$ cat src/hw/rtl/rcdc_pkg.sv
// ---------------------------------------------------------------------------
// rcdc_pkg
// Shared types and constants of the content-defined chunker.
// ---------------------------------------------------------------------------
package rcdc_pkg;

  localparam int OFFSET_BITS  = 48;
  localparam int LENGTH_BITS  = 24;
  localparam int HASH_BITS    = 32;
  localparam int CFG_IDX_BITS = 4;
  localparam int CFG_DATA_BITS = 32;
  localparam int TBL_ADDR_BITS = 8;

  // Input word layout: byte_value, table_index, table_word.
  localparam int IN_DATA_BITS  = 48;
  // Output word layout: chunk_offset, chunk_length.
  localparam int OUT_DATA_BITS = 72;

  localparam logic REQ_DATA  = 1'b0;
  localparam logic REQ_TABLE = 1'b1;

  typedef enum logic [CFG_IDX_BITS-1:0] {
    REG_HASH_MULT = 4'd0,
    REG_HASH_MASK = 4'd1,
    REG_MIN_CHUNK = 4'd2,
    REG_MAX_CHUNK = 4'd3
  } cfg_reg_t;

  typedef struct packed {
    logic                   run_end;
    logic                   final_chunk;
    logic [LENGTH_BITS-1:0] len;
    logic [OFFSET_BITS-1:0] off;
  } chunk_res_t;

  // Up to two results leave the core per byte.
  typedef struct packed {
    logic [1:0] cnt;
    chunk_res_t e0;
    chunk_res_t e1;
  } res_push_t;

endpackage

$ cat src/hw/rtl/rcdc_outq.sv
// ---------------------------------------------------------------------------
// rcdc_outq
// Four-entry result queue that takes up to two results per cycle.
// ---------------------------------------------------------------------------
module rcdc_outq
  import rcdc_pkg::*;
(
  input  logic       clk,
  input  logic       rst_n,
  input  res_push_t  push,
  output logic       room,
  output logic       head_valid,
  output chunk_res_t head,
  input  logic       pop
);

  chunk_res_t  ent_r [4];
  logic [1:0]  wr_ptr_r, wr_ptr_nxt;
  logic [1:0]  rd_ptr_r, rd_ptr_nxt;
  logic [2:0]  count_r, count_nxt;
  logic        do_pop;

  assign head_valid = count_r != '0;
  assign head       = ent_r[rd_ptr_r];
  assign do_pop     = pop && head_valid;
  // Two free entries are needed for a byte that both cuts and ends the stream.
  assign room       = count_r <= 3'd2;

  always_comb begin
    wr_ptr_nxt = wr_ptr_r + push.cnt;
    rd_ptr_nxt = rd_ptr_r + 2'(do_pop);
    count_nxt  = count_r + 3'(push.cnt) - 3'(do_pop);
  end

  always_ff @(posedge clk) begin
    if (!rst_n) begin
      wr_ptr_r <= '0;
      rd_ptr_r <= '0;
      count_r  <= '0;
    end else begin
      wr_ptr_r <= wr_ptr_nxt;
      rd_ptr_r <= rd_ptr_nxt;
      count_r  <= count_nxt;
    end
  end

  always_ff @(posedge clk) begin
    if (push.cnt != 2'd0) begin
      ent_r[wr_ptr_r] <= push.e0;
    end
    if (push.cnt == 2'd2) begin
      ent_r[wr_ptr_r + 2'd1] <= push.e1;
    end
  end

endmodule

$ cat config.mk
export PLATFORM = sky130hd
export DESIGN_NAME = rcdc_outq
export DESIGN_NICKNAME = d
export VERILOG_FILES = /design/src/hw/rtl/rcdc_pkg.sv /design/src/hw/rtl/rcdc_outq.sv
export SDC_FILE = /design/constraint.sdc
export NUM_CORES = 1
export LEC_CHECK = 0
export BUFFER_PORTS_ARGS = -buffer_cell sky130_fd_sc_hd__buf_2
export CAP_MARGIN = 5
export CORE_MARGIN = 2
export CORE_UTILIZATION = 50
export CTS_CLUSTER_SIZE = 16
export DETAILED_ROUTE_END_ITERATION = 8
export PLACE_DENSITY = 0.74
export SLEW_MARGIN = 10
export SYNTH_ARGS = -nofsm -noshare
export SYNTH_HDL_FRONTEND = slang
export SYNTH_SLANG_ARGS = --single-unit
$ cat constraint.sdc
create_clock -name clk -period 6.85 [get_ports clk]
set_input_delay 0.685 -clock clk [delete_from_list [all_inputs] [get_ports clk]]
set_output_delay 0.685 -clock clk [all_outputs]
set_load 0.02 [all_outputs]
---- Yosys cells after proc, flatten, opt, wreduce, memory -nomap -nowiden ----
Memories as Yosys holds them, arrays and structs flattened. A register that Yosys moved wholly into a read port is not among the register bits.
Cells that the tools add are included.
storage, ports and cells
  flip-flop bits (word level) ............. 7
  memory bits (writable) .................. 296
  output and inout port bits .............. 76
  logic and storage cells ................. 19
  memories ................................ 1
operators by class
  $add $sub $neg .......................... 5
  order comparisons ....................... 1
  equality and inequality tests ........... 1
  multiplexer cells ....................... 5
  reductions and logical operators ........ 3
memories
  memory  depth  bits a word  rd ports  clocked after Yosys merged registers in  wr ports  RTL line         text
  ent_r   4      74           1         1                                        2         rcdc_outq.sv:17  chunk_res_t ent_r [4];
operators with widths
  cell                                                                               count
  1-bit two-way mux                                                                  4
  3-bit by 2-bit adder with 3-bit output                                             1
  3-bit by 2-bit less-or-equal comparator with 1-bit output (second input constant)  1
  3-bit nonzero test                                                                 1
  3-bit by 1-bit subtractor with 3-bit output                                        1
  2-bit by 1-bit adder with 2-bit output                                             1
  2-bit by 1-bit adder with 2-bit output (second input constant)                     1
  2-bit adder                                                                        1
  2-bit == test (second input constant)                                              1
  2-bit two-way mux                                                                  1
  2-bit nonzero test                                                                 1
  1-bit logical AND                                                                  1

---- Logic depth before layout (Yosys ltp) ----
  word-level depth ........................ 4
  mapped depth ............................ 7

---- Worst setup path before layout ----
Ideal clock, no wire load.
  kind .................................... input port to flip-flop
  start ................................... in push[149] in the netlist's numbering
  end ..................................... mem ent_r[0][0] in the netlist's numbering (enable)
  library setup time ...................... 0.608 ns
  data arrival time ....................... 6.118 ns
  setup slack ............................. 0.124 ns
  stages .................................. 3
  path buffers ............................ 1
  cells stage by stage .................... buf_2 -> o21bai_1 -> o21ai_0
RTL lines
  what                RTL line         text
  start: declaration  rcdc_outq.sv:10  input res_push_t push,
  end: declaration    rcdc_outq.sv:17

==> results.txt <==
- Status: completed
* Final worst path period share: 0.539
- After detailed routing, the number of remaining DRC violations is 0.
- Vias in the first global route: 8683
- Total count of hold-check failures in the final report: 0
- The count of nets left with antenna violations once routing finished came out at 0.
* Worst clock skew: 10.7 ps
* WL per Instance: 23.6 um
- Of the total power, the share spent switching nets is 0.279.
- Chip Width: 176 um
* Max Fclk: 271 MHz
* Clock root buffer: clkbuf_16
* Row Count: 62
- CP Class: reg -> out
* Library cell contributing the largest single delay on the critical path: dfxtp_4
* Number of hold buffers added after cts: 0
- Number of antenna violations at the first check in global routing: 9
* Cells along the critical path: buf_4, mux4_2, buf_2
* Proportion of layout cells with a drive suffix above 1: 0.478
- I/O pin total: 229
* Register cell area after layout: 9040 um^2
* Min Tclk post-route: 3690 ps
- Htree depth: 2
* Total global-route track usage: 0.214
- Switching power summed over all nets: 1480 uW
- STA puts the critical path data required time at 6160 ps.
* Synthesis-to-finish area growth: 16.9%
- Syn_nets: 917
- The critical path contains buffers and inverters numbering 2 combined.
- Clock Latency Late Sink: 500 ps
- Overall die height: 176 um
- The first global-routing pass estimated 50200 um of wire.
- Hpwl dp: 19300 um
* Critical register-to-register path startpoint: wr_ptr_r[1]
- After clock tree synthesis, the repair step resized 0 gates.
- Layout fillers: 2179
- Max cap viols: 0
* Initial DRC Count: 427
* Routed via count divided by cell count: 5.75
- The worst register-to-register path has a depth of 3.
- Gate count after technology mapping: 760
- After detailed routing, the total wire length is 33000 um.
- Most common cell after layout, fill and taps aside: edfxtp_1
- The worst pin sits at a relative slew slack of 0.235.
- In the final layout, the multi-input gates occupy 5430 um^2.
* Max VDD drop: 0.149 mV
- The tightest min-delay check is of the in -> reg type.
- CP top delay family: buffers and inverters
- Placed inst area: 16200 um^2
- Setup total negative slack: 0 ps
* Number of pins exceeding their max-slew limit in the final report: 0
- For this run, the number of Yosys warnings is 0.
* Area of the mapped netlist: 14800 um^2
- Number of vias in the routed layout: 8072
- RSZ-0062 raised after global routing: false
- Area of the placeable core: 28900 um^2
- Initial Utilization: 0.512
- Layout net count: 1146
- Grt ovf: 0
- Counting along the longest clock path gives a buffer depth of 3.
* CTS tree: built
- On the worst path, the slowest cell contributes a delay of 870 ps.
- Largest fanout on the critical path: 41
* Pin count of the biggest net entering global routing: 62
* Setup crit start kind: flip-flop
- Clock slew at reported path FFs: 60 ps
- Min-Delay Endpoint: rd_ptr_r[0]
- Of the total power, combinational logic draws 0.225.
* Worst r2r dst: ent_r[3][73]
- Final std cell area, no fill: 17300 um^2
* Share of the yosys chip area belonging to registers: 0.611
- TritonCTS Buffers: 35
- The worst hold path passes through 3 cells.
- The clock drives 303 sinks.
* Setup slack on the worst flop-to-flop path: 3990 ps
* Pin slew with the least headroom to its limit: 1140 ps
- The synthesized design contains 303 register bits.
- Of the total power, the clock network draws 0.323.
- STA classifies the critical path endpoint as a primary output.
* Arr. time, crit path: 3010 ps
- Counting distinct cell types in the post-synthesis netlist gives 31.
* Setup-failing EPs final: 0
- Top library cells by usage in the layout, fill and taps aside: 296 x edfxtp_1, 228 x buf_2, 184 x mux2_1
- Ratio of total power to cell area: 306 nW/um^2
- TritonRoute pass-1 iters: 4
* Final RePlAce weighted congestion: 0.770
- Worst hold start: rst_n
* Number of input and output port buffers inserted: 228
- Cell leakage power: 0.00610 uW
- The internal portion of the total power is 3810 uW.
* Post-CTS Setup Inserts: 0
* Die Outline Area: 30900 um^2
- Average instance area after synthesis: 19.4 um^2
* Sequential Power Share: 0.453
## worst min-delay path, cell delays in order
cell,delay [ps]
buf_2,150
nand2_1,70
mux2i_1,50
## sequential cells by signal (all words and copies together), names as in the netlist
register,flops
ent_r,296
count_r,3
rd_ptr_r,2
wr_ptr_r,2
## area by class of cell
| class | instances | area share |
|---|---|---|
| inverters | 4 | 0.000870 |
| well taps | 384 | 0.0278 |
| clock buffers | 49 | 0.0568 |
| diodes | 6 | 0.000870 |
| multi-input cells | 403 | 0.315 |
| repair buffers | 242 | 0.0722 |
| flip-flops and latches | 303 | 0.523 |
| clock inverters | 12 | 0.00355 |
## power groups by stage
stage | clock (uW) | combinational [uW] | sequential, uW
3_5_place_dp | 0 | 1200 | 2440
6_report | 1710 | 1190 | 2390
5_1_grt | 1800 | 1270 | 2420
4_1_cts | 1740 | 1210 | 2400
3_3_place_gp | 0 | 1190 | 2430
2_1_floorplan | 0 | 874 | 2380
## cells by family (layout without fill, tap and decap cells)
kind of cell,after synthesis,after routing,share of synthesized area
other cells,0,6,0
flops,303,303,0.611
xor+xnor,2,2,0.00305
mux,374,374,0.346
compound gates,6,6,0.00280
buf+inv,54,307,0.0243
simple gates,17,17,0.00813
fa+ha+maj,4,4,0.00390
## per-layer routing
metal	up-vias	part of all wire	track usage
met5	-	0.00033	0
met4	2	0.028	0.0785
met3	67	0.061	0.0377
met2	268	0.49	0.357
met1	4140	0.42	0.283
li1	3595	-	-
## synth_stat cells
cell	n	share of area
a21oi_1	1	0.00034
and2_1	3	0.0013
and4bb_1	2	0.0017
buf_1	7	0.0018
buf_2	14	0.0047
buf_4	19	0.0097
buf_6	9	0.0069
clkbuf_1	1	0.00025
dfxtp_1	7	0.0095
edfxtp_1	296	0.60
fa_1	1	0.0014
ha_1	3	0.0025
inv_1	4	0.0010
mux2_1	184	0.14
mux2_2	92	0.070
mux2_4	20	0.020
mux2i_1	4	0.0027
mux4_2	74	0.11
nand2_1	2	0.00051
nand2b_1	2	0.00085
nand4b_1	1	0.00059
nor2_1	2	0.00051
nor2b_1	2	0.00085
nor4b_2	1	0.0010
o21ai_0	1	0.00034
o21bai_1	2	0.0010
o311ai_0	1	0.00059
o31ai_1	1	0.00051
or2_2	1	0.00042
or3_1	1	0.00042
xnor3_1	2	0.0031
## how the worst max path moves through the flow
| stage | start | end | slack, ps | cells past startpoint |
|---|---|---|---|---|
| 2_1_floorplan | push[149] | ent_r[0][0] | 120 | 3 |
| 3_3_place_gp | rd_ptr_r[0] | head[72] | 3570 | 3 |
| 3_5_place_dp | rd_ptr_r[0] | head[72] | 3550 | 3 |
| 4_1_cts | rd_ptr_r[0] | head[72] | 3010 | 3 |
| 5_1_grt | rd_ptr_r[0] | head[64] | 2880 | 3 |
| 6_report | rd_ptr_r[0] | head[72] | 3160 | 3 |
## metrics by stage
stage,util,power [uW],hold slack [ps],setup WS [ps],std cells
finish,0.598,5290,502,3160,1403
global route,0.598,5490,502,2880,1403
CTS,0.598,5350,487,3010,1397
detailed placement,0.562,3640,672,3550,1336
global placement,0.562,3620,649,3570,1336
floorplan,-,3250,614,124,760
Power figures use the tool's default switching activity.
