$ cat config.mk
export PLATFORM = sky130hd
export DESIGN_NAME = rcdc_core
export DESIGN_NICKNAME = d
export VERILOG_FILES = /design/src/hw/rtl/rcdc_pkg.sv /design/src/hw/rtl/rcdc_core.sv
export SDC_FILE = /design/constraint.sdc
export NUM_CORES = 2
export LEC_CHECK = 0
export ABC_AREA = 1
export BUFFER_PORTS_ARGS = -buffer_cell sky130_fd_sc_hd__buf_4
export CORE_MARGIN = 2
export CORE_UTILIZATION = 35
export CTS_BUF_LIST = sky130_fd_sc_hd__clkbuf_8 sky130_fd_sc_hd__clkbuf_16
export DETAILED_ROUTE_END_ITERATION = 8
export PLACE_DENSITY = 0.59
export SYNTH_ARGS = -nofsm -noshare
export SYNTH_HDL_FRONTEND = slang
export SYNTH_SLANG_ARGS = --single-unit
$ cat constraint.sdc
create_clock -name clk -period 10.9 [get_ports clk]
set_input_delay 1.09 -clock clk [delete_from_list [all_inputs] [get_ports clk]]
set_output_delay 1.09 -clock clk [all_outputs]
set_load 0.1 [all_outputs]
$ cat src/hw/rtl/rcdc_pkg.sv
// ---------------------------------------------------------------------------
// rcdc_pkg
// Shared types and constants of the content-defined chunker.
// ---------------------------------------------------------------------------
package rcdc_pkg;

  localparam int OFFSET_BITS  = 48;
  localparam int LENGTH_BITS  = 24;
  localparam int HASH_BITS    = 32;
  localparam int CFG_IDX_BITS = 4;
  localparam int CFG_DATA_BITS = 32;
  localparam int TBL_ADDR_BITS = 8;

  // Input word layout: byte_value, table_index, table_word.
  localparam int IN_DATA_BITS  = 48;
  // Output word layout: chunk_offset, chunk_length.
  localparam int OUT_DATA_BITS = 72;

  localparam logic REQ_DATA  = 1'b0;
  localparam logic REQ_TABLE = 1'b1;

  typedef enum logic [CFG_IDX_BITS-1:0] {
    REG_HASH_MULT = 4'd0,
    REG_HASH_MASK = 4'd1,
    REG_MIN_CHUNK = 4'd2,
    REG_MAX_CHUNK = 4'd3
  } cfg_reg_t;

  typedef struct packed {
    logic                   run_end;
    logic                   final_chunk;
    logic [LENGTH_BITS-1:0] len;
    logic [OFFSET_BITS-1:0] off;
  } chunk_res_t;

  // Up to two results leave the core per byte.
  typedef struct packed {
    logic [1:0] cnt;
    chunk_res_t e0;
    chunk_res_t e1;
  } res_push_t;

endpackage

$ cat src/hw/rtl/rcdc_core.sv
// ---------------------------------------------------------------------------
// rcdc_core
// Configuration registers, running hash and chunk boundary decision.
// ---------------------------------------------------------------------------
module rcdc_core
  import rcdc_pkg::*;
(
  input  logic                     clk,
  input  logic                     rst_n,
  input  logic                     cfg_we,
  input  logic [CFG_IDX_BITS-1:0]  cfg_idx,
  input  logic [CFG_DATA_BITS-1:0] cfg_wdata,
  input  logic                     byte_load,
  input  logic                     byte_eos,
  input  logic [HASH_BITS-1:0]     tbl_word,
  input  logic                     q_room,
  output logic                     take_ok,
  output res_push_t                push
);

  logic [HASH_BITS-1:0]   mult_r, mask_r;
  logic [LENGTH_BITS-1:0] min_r, max_r;

  logic                   s1_valid_r, s1_valid_nxt;
  logic                   s1_eos_r;
  logic [HASH_BITS-1:0]   hash_r, hash_nxt;
  logic [LENGTH_BITS-1:0] fill_r, fill_nxt;
  logic [OFFSET_BITS-1:0] start_r, start_nxt;

  logic                   fire, cut;
  logic [HASH_BITS-1:0]   prod;
  logic [OFFSET_BITS-1:0] cut_start;
  logic [LENGTH_BITS-1:0] fill_inc;
  chunk_res_t             cut_res, eos_res;

  always_ff @(posedge clk) begin
    if (!rst_n) begin
      mult_r <= '0;
      mask_r <= HASH_BITS'(8191);
      min_r  <= LENGTH_BITS'(2048);
      max_r  <= LENGTH_BITS'(65536);
    end else if (cfg_we) begin
      case (cfg_reg_t'(cfg_idx))
        REG_HASH_MULT: mult_r <= cfg_wdata;
        REG_HASH_MASK: mask_r <= cfg_wdata;
        REG_MIN_CHUNK: min_r  <= cfg_wdata[LENGTH_BITS-1:0];
        REG_MAX_CHUNK: max_r  <= cfg_wdata[LENGTH_BITS-1:0];
        default: ;
      endcase
    end
  end

  assign fire    = s1_valid_r && q_room;
  assign take_ok = !s1_valid_r || fire;

  // The check looks at the hash before the arriving byte is folded in.
  always_comb begin
    cut = 1'b0;
    if (fill_r != '0) begin
      if (fill_r >= max_r) begin
        cut = 1'b1;
      end else if (fill_r >= min_r && (hash_r & mask_r) == '0) begin
        cut = 1'b1;
      end
    end
  end

  assign prod      = mult_r * hash_r;
  assign cut_start = start_r + OFFSET_BITS'(fill_r);
  assign fill_inc  = cut ? LENGTH_BITS'(1) : fill_r + LENGTH_BITS'(1);

  always_comb begin
    cut_res.off         = start_r;
    cut_res.len         = fill_r;
    cut_res.final_chunk = 1'b0;
    cut_res.run_end     = !s1_eos_r;
    eos_res.off         = cut ? cut_start : start_r;
    eos_res.len         = fill_inc;
    eos_res.final_chunk = 1'b1;
    eos_res.run_end     = 1'b1;
  end

  always_comb begin
    push.cnt = '0;
    push.e0  = cut ? cut_res : eos_res;
    push.e1  = eos_res;
    if (fire) begin
      push.cnt = 2'(cut) + 2'(s1_eos_r);
    end
  end

  always_comb begin
    hash_nxt     = hash_r;
    fill_nxt     = fill_r;
    start_nxt    = start_r;
    s1_valid_nxt = s1_valid_r;
    if (fire) begin
      s1_valid_nxt = 1'b0;
      if (s1_eos_r) begin
        hash_nxt  = '0;
        fill_nxt  = '0;
        start_nxt = '0;
      end else begin
        hash_nxt  = (cut ? '0 : prod) + tbl_word;
        fill_nxt  = fill_inc;
        start_nxt = cut ? cut_start : start_r;
      end
    end
    if (byte_load) begin
      s1_valid_nxt = 1'b1;
    end
  end

  always_ff @(posedge clk) begin
    if (!rst_n) begin
      s1_valid_r <= 1'b0;
      hash_r     <= '0;
      fill_r     <= '0;
      start_r    <= '0;
    end else begin
      s1_valid_r <= s1_valid_nxt;
      hash_r     <= hash_nxt;
      fill_r     <= fill_nxt;
      start_r    <= start_nxt;
    end
  end

  always_ff @(posedge clk) begin
    if (byte_load) begin
      s1_eos_r <= byte_eos;
    end
  end

endmodule

# Word-level counts from Yosys, hierarchy flattened
# Index checks and enable logic that the tools add are counted.
# op_classes
order_cmp,2
n_eq_ne,3
add_sub_neg,4
n_bitwise,1
n_mul,1
mux,13
n_reduce_logical,13
# ops
operator,count
$mux W48,2
$mux W74,1
$mux W32,2
$add A48 B24 Y48,1
$ge A24 B24 Y1,2
$mux W24,2
$add A32 B32 Y32,1
$and A32 B32 Y32,1
$logic_not A32 Y1,1
$mul A32 B32 Y32,1
$add A24 B1 Y24 const B,1
$reduce_bool A24 Y1,1
$eq A4 B2 Y1 const B,2
$reduce_and A2 Y1,4
$mux W1,5
$eq A4 B1 Y1 const B,1
$logic_not A4 Y1,1
$add A1 B1 Y2,1
$logic_and A1 B1 Y1,2
$logic_not A1 Y1,2
$mux W2,1
$reduce_bool A2 Y1,1
$logic_or A1 B1 Y1,1
# totals
output_inout_bits,151
word_cells,46
inputBits,74
register_bits,218

# Logic depth before layout (Yosys ltp)
# depth
word_depth,9
ltp_mapped,41
depth_no_buf,39

# Worst setup path before layout
# Ideal clock, no wire load.
# synth_timing
kind,register to register
start,register hash_r[3]
end,register hash_r[31]
path_buffers,2
slack_ps,2997
synth_period_minus_slack_ps,7903
path_stages_with_launch,36
t_arrival_ps,7770
setup_time_ps,132
required_ps,10768
path_cell_list,dfxtp_1 > clkbuf_1 > buf_1 > nand2_1 > fa_1 > inv_1 > fa_1 > inv_1 > fa_1 > fa_1 > inv_1 > fa_1 > fa_1 > fa_1 > fa_1 > ha_1 > nand2_1 > nor3_1 > nand2_1 > o211ai_1 > a31oi_1 > o211ai_1 > o21ai_0 > a21oi_1 > ha_1 > a21oi_1 > o21bai_1 > a21oi_1 > o21ai_0 > a21oi_1 > nand2_1 > xor2_1 > inv_1 > nand4_1 > nand3_1 > a21oi_1
# synth_via
elab_chain_cells,9
elab_cells_between_ends,10
cone_classes,add/sub (1); mul (1); mux (5); bitwise (1); reduce/logical (2)
# synth_lines
item,line,text
start: declaration,rcdc_core.sv:26,"logic [HASH_BITS-1:0] hash_r, hash_nxt;"
start signal: assignment,rcdc_core.sv:122,hash_r <= hash_nxt;
"parallel branches: the longest is 6 deep, another holds $mul A32 B32 Y32",--,
$mux W32 *,rcdc_core.sv:104,hash_nxt = (cut ? '0 : prod) + tbl_word;
$add A32 B32 Y32 *,rcdc_core.sv:104,
$mux W32 *,rcdc_core.sv:99,if (s1_eos_r) begin
# Every way passes the cells marked *.
# A chain may end at the register's enable or synchronous reset.

# Final worst setup path
# layout_timing
start,register hash_r[2]
end,register hash_r[31]
# Same word-level chain as after synthesis.

==> results.rst <==
.. list-table::
   :header-rows: 1

   * - Metric
     - Value
   * - Library cell contributing the largest single delay on the critical path
     - dfxtp_1
   * - Dominant cell type by count on the critical path
     - fa_1
   * - Met3 Usage GRT
     - 0.01982
   * - YS warnings
     - 0
   * - Wire length after detailed routing
     - 106300 um
   * - Min Clock Period, post-route
     - 9.705 ns
   * - Hold bufs inserted after CTS
     - 0
   * - Area growth syn-to-layout
     - 11.30%
   * - Arrival @ worst endpoint
     - 10.18 ns
   * - Number of placed I/O pins
     - 225
   * - Max Fclk
     - 103.0 MHz
   * - Total Routing Usage GR
     - 0.2332
   * - Worst min-delay path category
     - flop to flop
   * - Commonest cells after routing, fill and taps aside
     - 1176 x nand2_1, 977 x inv_1, 410 x fa_1
   * - Relative slew slack
     - 0.2075
   * - Fraction of layout instances using a drive strength above 1
     - 0.08584
   * - Final core utilization
     - 0.3925
   * - Gate count after technology mapping
     - 4476
   * - Number of nets with antenna violations after routing
     - 0
   * - Wire length of the first global-routing pass
     - 164300 um
   * - Number of standard-cell rows in the floorplan
     - 109
   * - Pwr Density
     - 56.85 nW/um^2
   * - Met1 Track Usage GR
     - 0.3082
   * - Insertion delay to the later sink of the worst-skew pair
     - 0.56 ns
   * - Peak VDD IR
     - around 0.09 mV
   * - DR vias
     - 28240
   * - Sort of element at the end of the critical path
     - flop
   * - Total number of clock tree sinks
     - ~220
   * - Final setup fails
     - 0
   * - Met2 Usage GRT
     - 0.3940
   * - Transition at the pin with the smallest max-transition slack
     - 1.189 ns
   * - CTS root buf
     - clkbuf_16
   * - Effective utilization at floorplan
     - 0.3526
   * - CTS tree
     - yes
   * - Global route overflow
     - 0
   * - Area of the die
     - 91300 um^2
   * - Clock Pin Slew Worst Setup and Hold Paths
     - 0.07 ns
   * - Pwr Total
     - 0.001969 W
   * - Worst Clk Skew
     - 0.009198 ns
   * - Vias in the first global route
     - 27680
   * - Buffers inserted during post-CTS setup optimization
     - 0
   * - Sum Neg Setup Slack
     - 0 ns
   * - Synth Cell Area
     - between 30000 and 40000 um^2
   * - Average instance area after synthesis
     - roughly 7 um^2
   * - Core area
     - slightly below 90000 um^2
   * - Post-synthesis async set-or-reset flop share
     - 0
   * - Nets@finish
     - 5250
   * - Kind of start point of the critical path
     - flop
   * - Number of H-tree levels
     - 1
   * - Setup repair after global routing missed its margin
     - no
   * - Initial antenna violation count
     - 1
   * - Slowest Stage Delay on Critical Path
     - 0.91 ns
   * - Number of buffers created by CTS
     - 25
   * - Critical path class
     - flop to flop
   * - Critical Path RT
     - 11.37 ns
   * - Status
     - complete, no violations
   * - Number of enable flip-flop cells after synthesis
     - 1
   * - WL/cell
     - 18.58 um
   * - Count of TritonRoute iterations in the first routing pass
     - 6
   * - Post-place instance area
     - between 30000 and 40000 um^2
   * - Post-synthesis sequential area ratio
     - 0.1406
   * - Bufs on Longest Clock Path
     - 3
   * - Hold violation total from the final report
     - 0
   * - Average vias per placed instance
     - 4.937
   * - Leading cell type in the layout, fill and taps excluded
     - nand2_1
   * - Y dimension of the die
     - 302.2 um
   * - Number of design-rule violations left by the first detailed-router iteration
     - between 2000 and 2500
   * - Cells after DPL
     - approximately 5700
   * - Post-route cell area
     - 34630 um^2
   * - Highest net fanout along the worst path
     - 21
   * - Seq cells post-synth
     - 218
   * - Number of slew-limit violations in the final report
     - 0
   * - Max-cap check violation count
     - 0
   * - Routability congestion estimate
     - around 0.95
   * - Count of cells resized by post-cts repair
     - 0
   * - Most used flip-flop cell after synthesis
     - dfxtp_1
   * - Period utilization
     - 0.8903
   * - Total leakage power
     - approximately 19 nW
   * - Detailed Place HPWL
     - 85970 um
   * - Most crowded layer after global routing
     - met2
   * - Largest net degree at the start of global routing
     - 101
   * - Port buffer count
     - around 220
   * - Floorplan die width
     - about 300 um
   * - # DRC
     - 0
   * - Count of different cell masters after synthesis
     - 52
   * - Final instance count without filler cells
     - between 5000 and 6000
-- kinds of logic after synthesis --
kind of cell / synth area share
AND/OR/NAND/NOR: 0.2110
buffers and inverters: 0.1507
AO/OA/AOI/OAI: 0.1168
adder cells (fa/ha/maj): 0.3563
flip-flops: 0.1406
XOR/XNOR: 0.02449
other: 0.0001205
-- worst max-delay path: cells and delay by family (launching register included) --
kind / cells / cell delay [ns]
and+or+nand+nor: 7 / 0.95
AOI/OAI and AO/OA: 11 / 2.02
adders and majority gates: 10 / 4.91
DFF: 1 / 0.91
xor gates and xnor gates: 1 / 0.23
buffers and inverters: 5 / 0.58
-- cells in the mapped netlist (5+ instances only) --
cell      number  share of area
o21ai_0      212          0.034
a221oi_1       9         0.0025
fa_1         410           0.26
o21ai_1       16         0.0026
a21o_1         7         0.0017
nor4_1        13         0.0026
a31oi_1       14         0.0028
xnor2_1       33         0.0093
nor2_1       209          0.025
xor2_1        54          0.015
nor3_1        35         0.0056
a21boi_0      14         0.0034
dfxtp_1      217           0.14
nand4_1       31         0.0062
o21ai_2       10         0.0028
clkbuf_1     208          0.025
o211ai_1      12         0.0029
ha_1         230          0.092
buf_2         22         0.0035
nand2_1     1178           0.14
buf_1         23         0.0028
inv_1        973           0.12
nand3_1      110          0.018
inv_2          8        0.00097
nand2_2        5         0.0010
o21bai_1      21         0.0051
o21a_1         6         0.0014
or2_2         15         0.0030
nor2_2         7         0.0014
nand3b_1      10         0.0024
a21oi_1      331          0.053
-- registers in the layout (all words and copies together), names as in the netlist --
| name | count |
|---|---|
| max_r | 24 |
| min_r | 24 |
| fill_r | 24 |
| hash_r | 32 |
| s1_valid_r | 1 |
| mask_r | 32 |
| s1_eos_r | 1 |
| mult_r | 32 |
| start_r | 48 |
-- report_power, final --
part	total (W)	switching, W	internal [W]
Clock	0.000898	0.000381	0.000516
Sequential	0.000838	0.0000280	0.000810
Combinational	0.000233	0.000159	0.0000737
-- area by class of cell --
class                           count  area, um^2
Antenna cell                        1       2.502
Clock buffer                       25       625.6
Clock inverter                     21       222.7
Fill cell                        9291       53610
Inverter                          982        3687
Multi-Input combinational cell   3021       22090
Sequential cell                   218        4374
Tap cell                         1165        1458
Timing Repair Buffer              288        2175
-- metrics by stage --
stage,worst slack [ns],hold slack (ns)
final,1.195,0.4558
after global routing,0.7004,0.4795
after CTS,1.256,0.4615
after floorplan,2.997,0.4292
after global placement,1.382,0.4390
after detailed placement,1.305,0.4437
-- layer usage --
metal	routed length, um	up-vias
li1	-	13640
met1	44900	13440
met2	50320	1004
met3	6299	160
met4	4756	0
met5	0	-
-- worst paths after layout --
path         startpoint  slack [ns]          to  cells after the start
min           min_r[19]        0.46   min_r[19]                      2
max           hash_r[2]        1.20  hash_r[31]                     34
min reg2reg   min_r[19]        0.46   min_r[19]                      2
max reg2reg   hash_r[2]        1.20  hash_r[31]                     34
(Power assumes the default switching activity.)
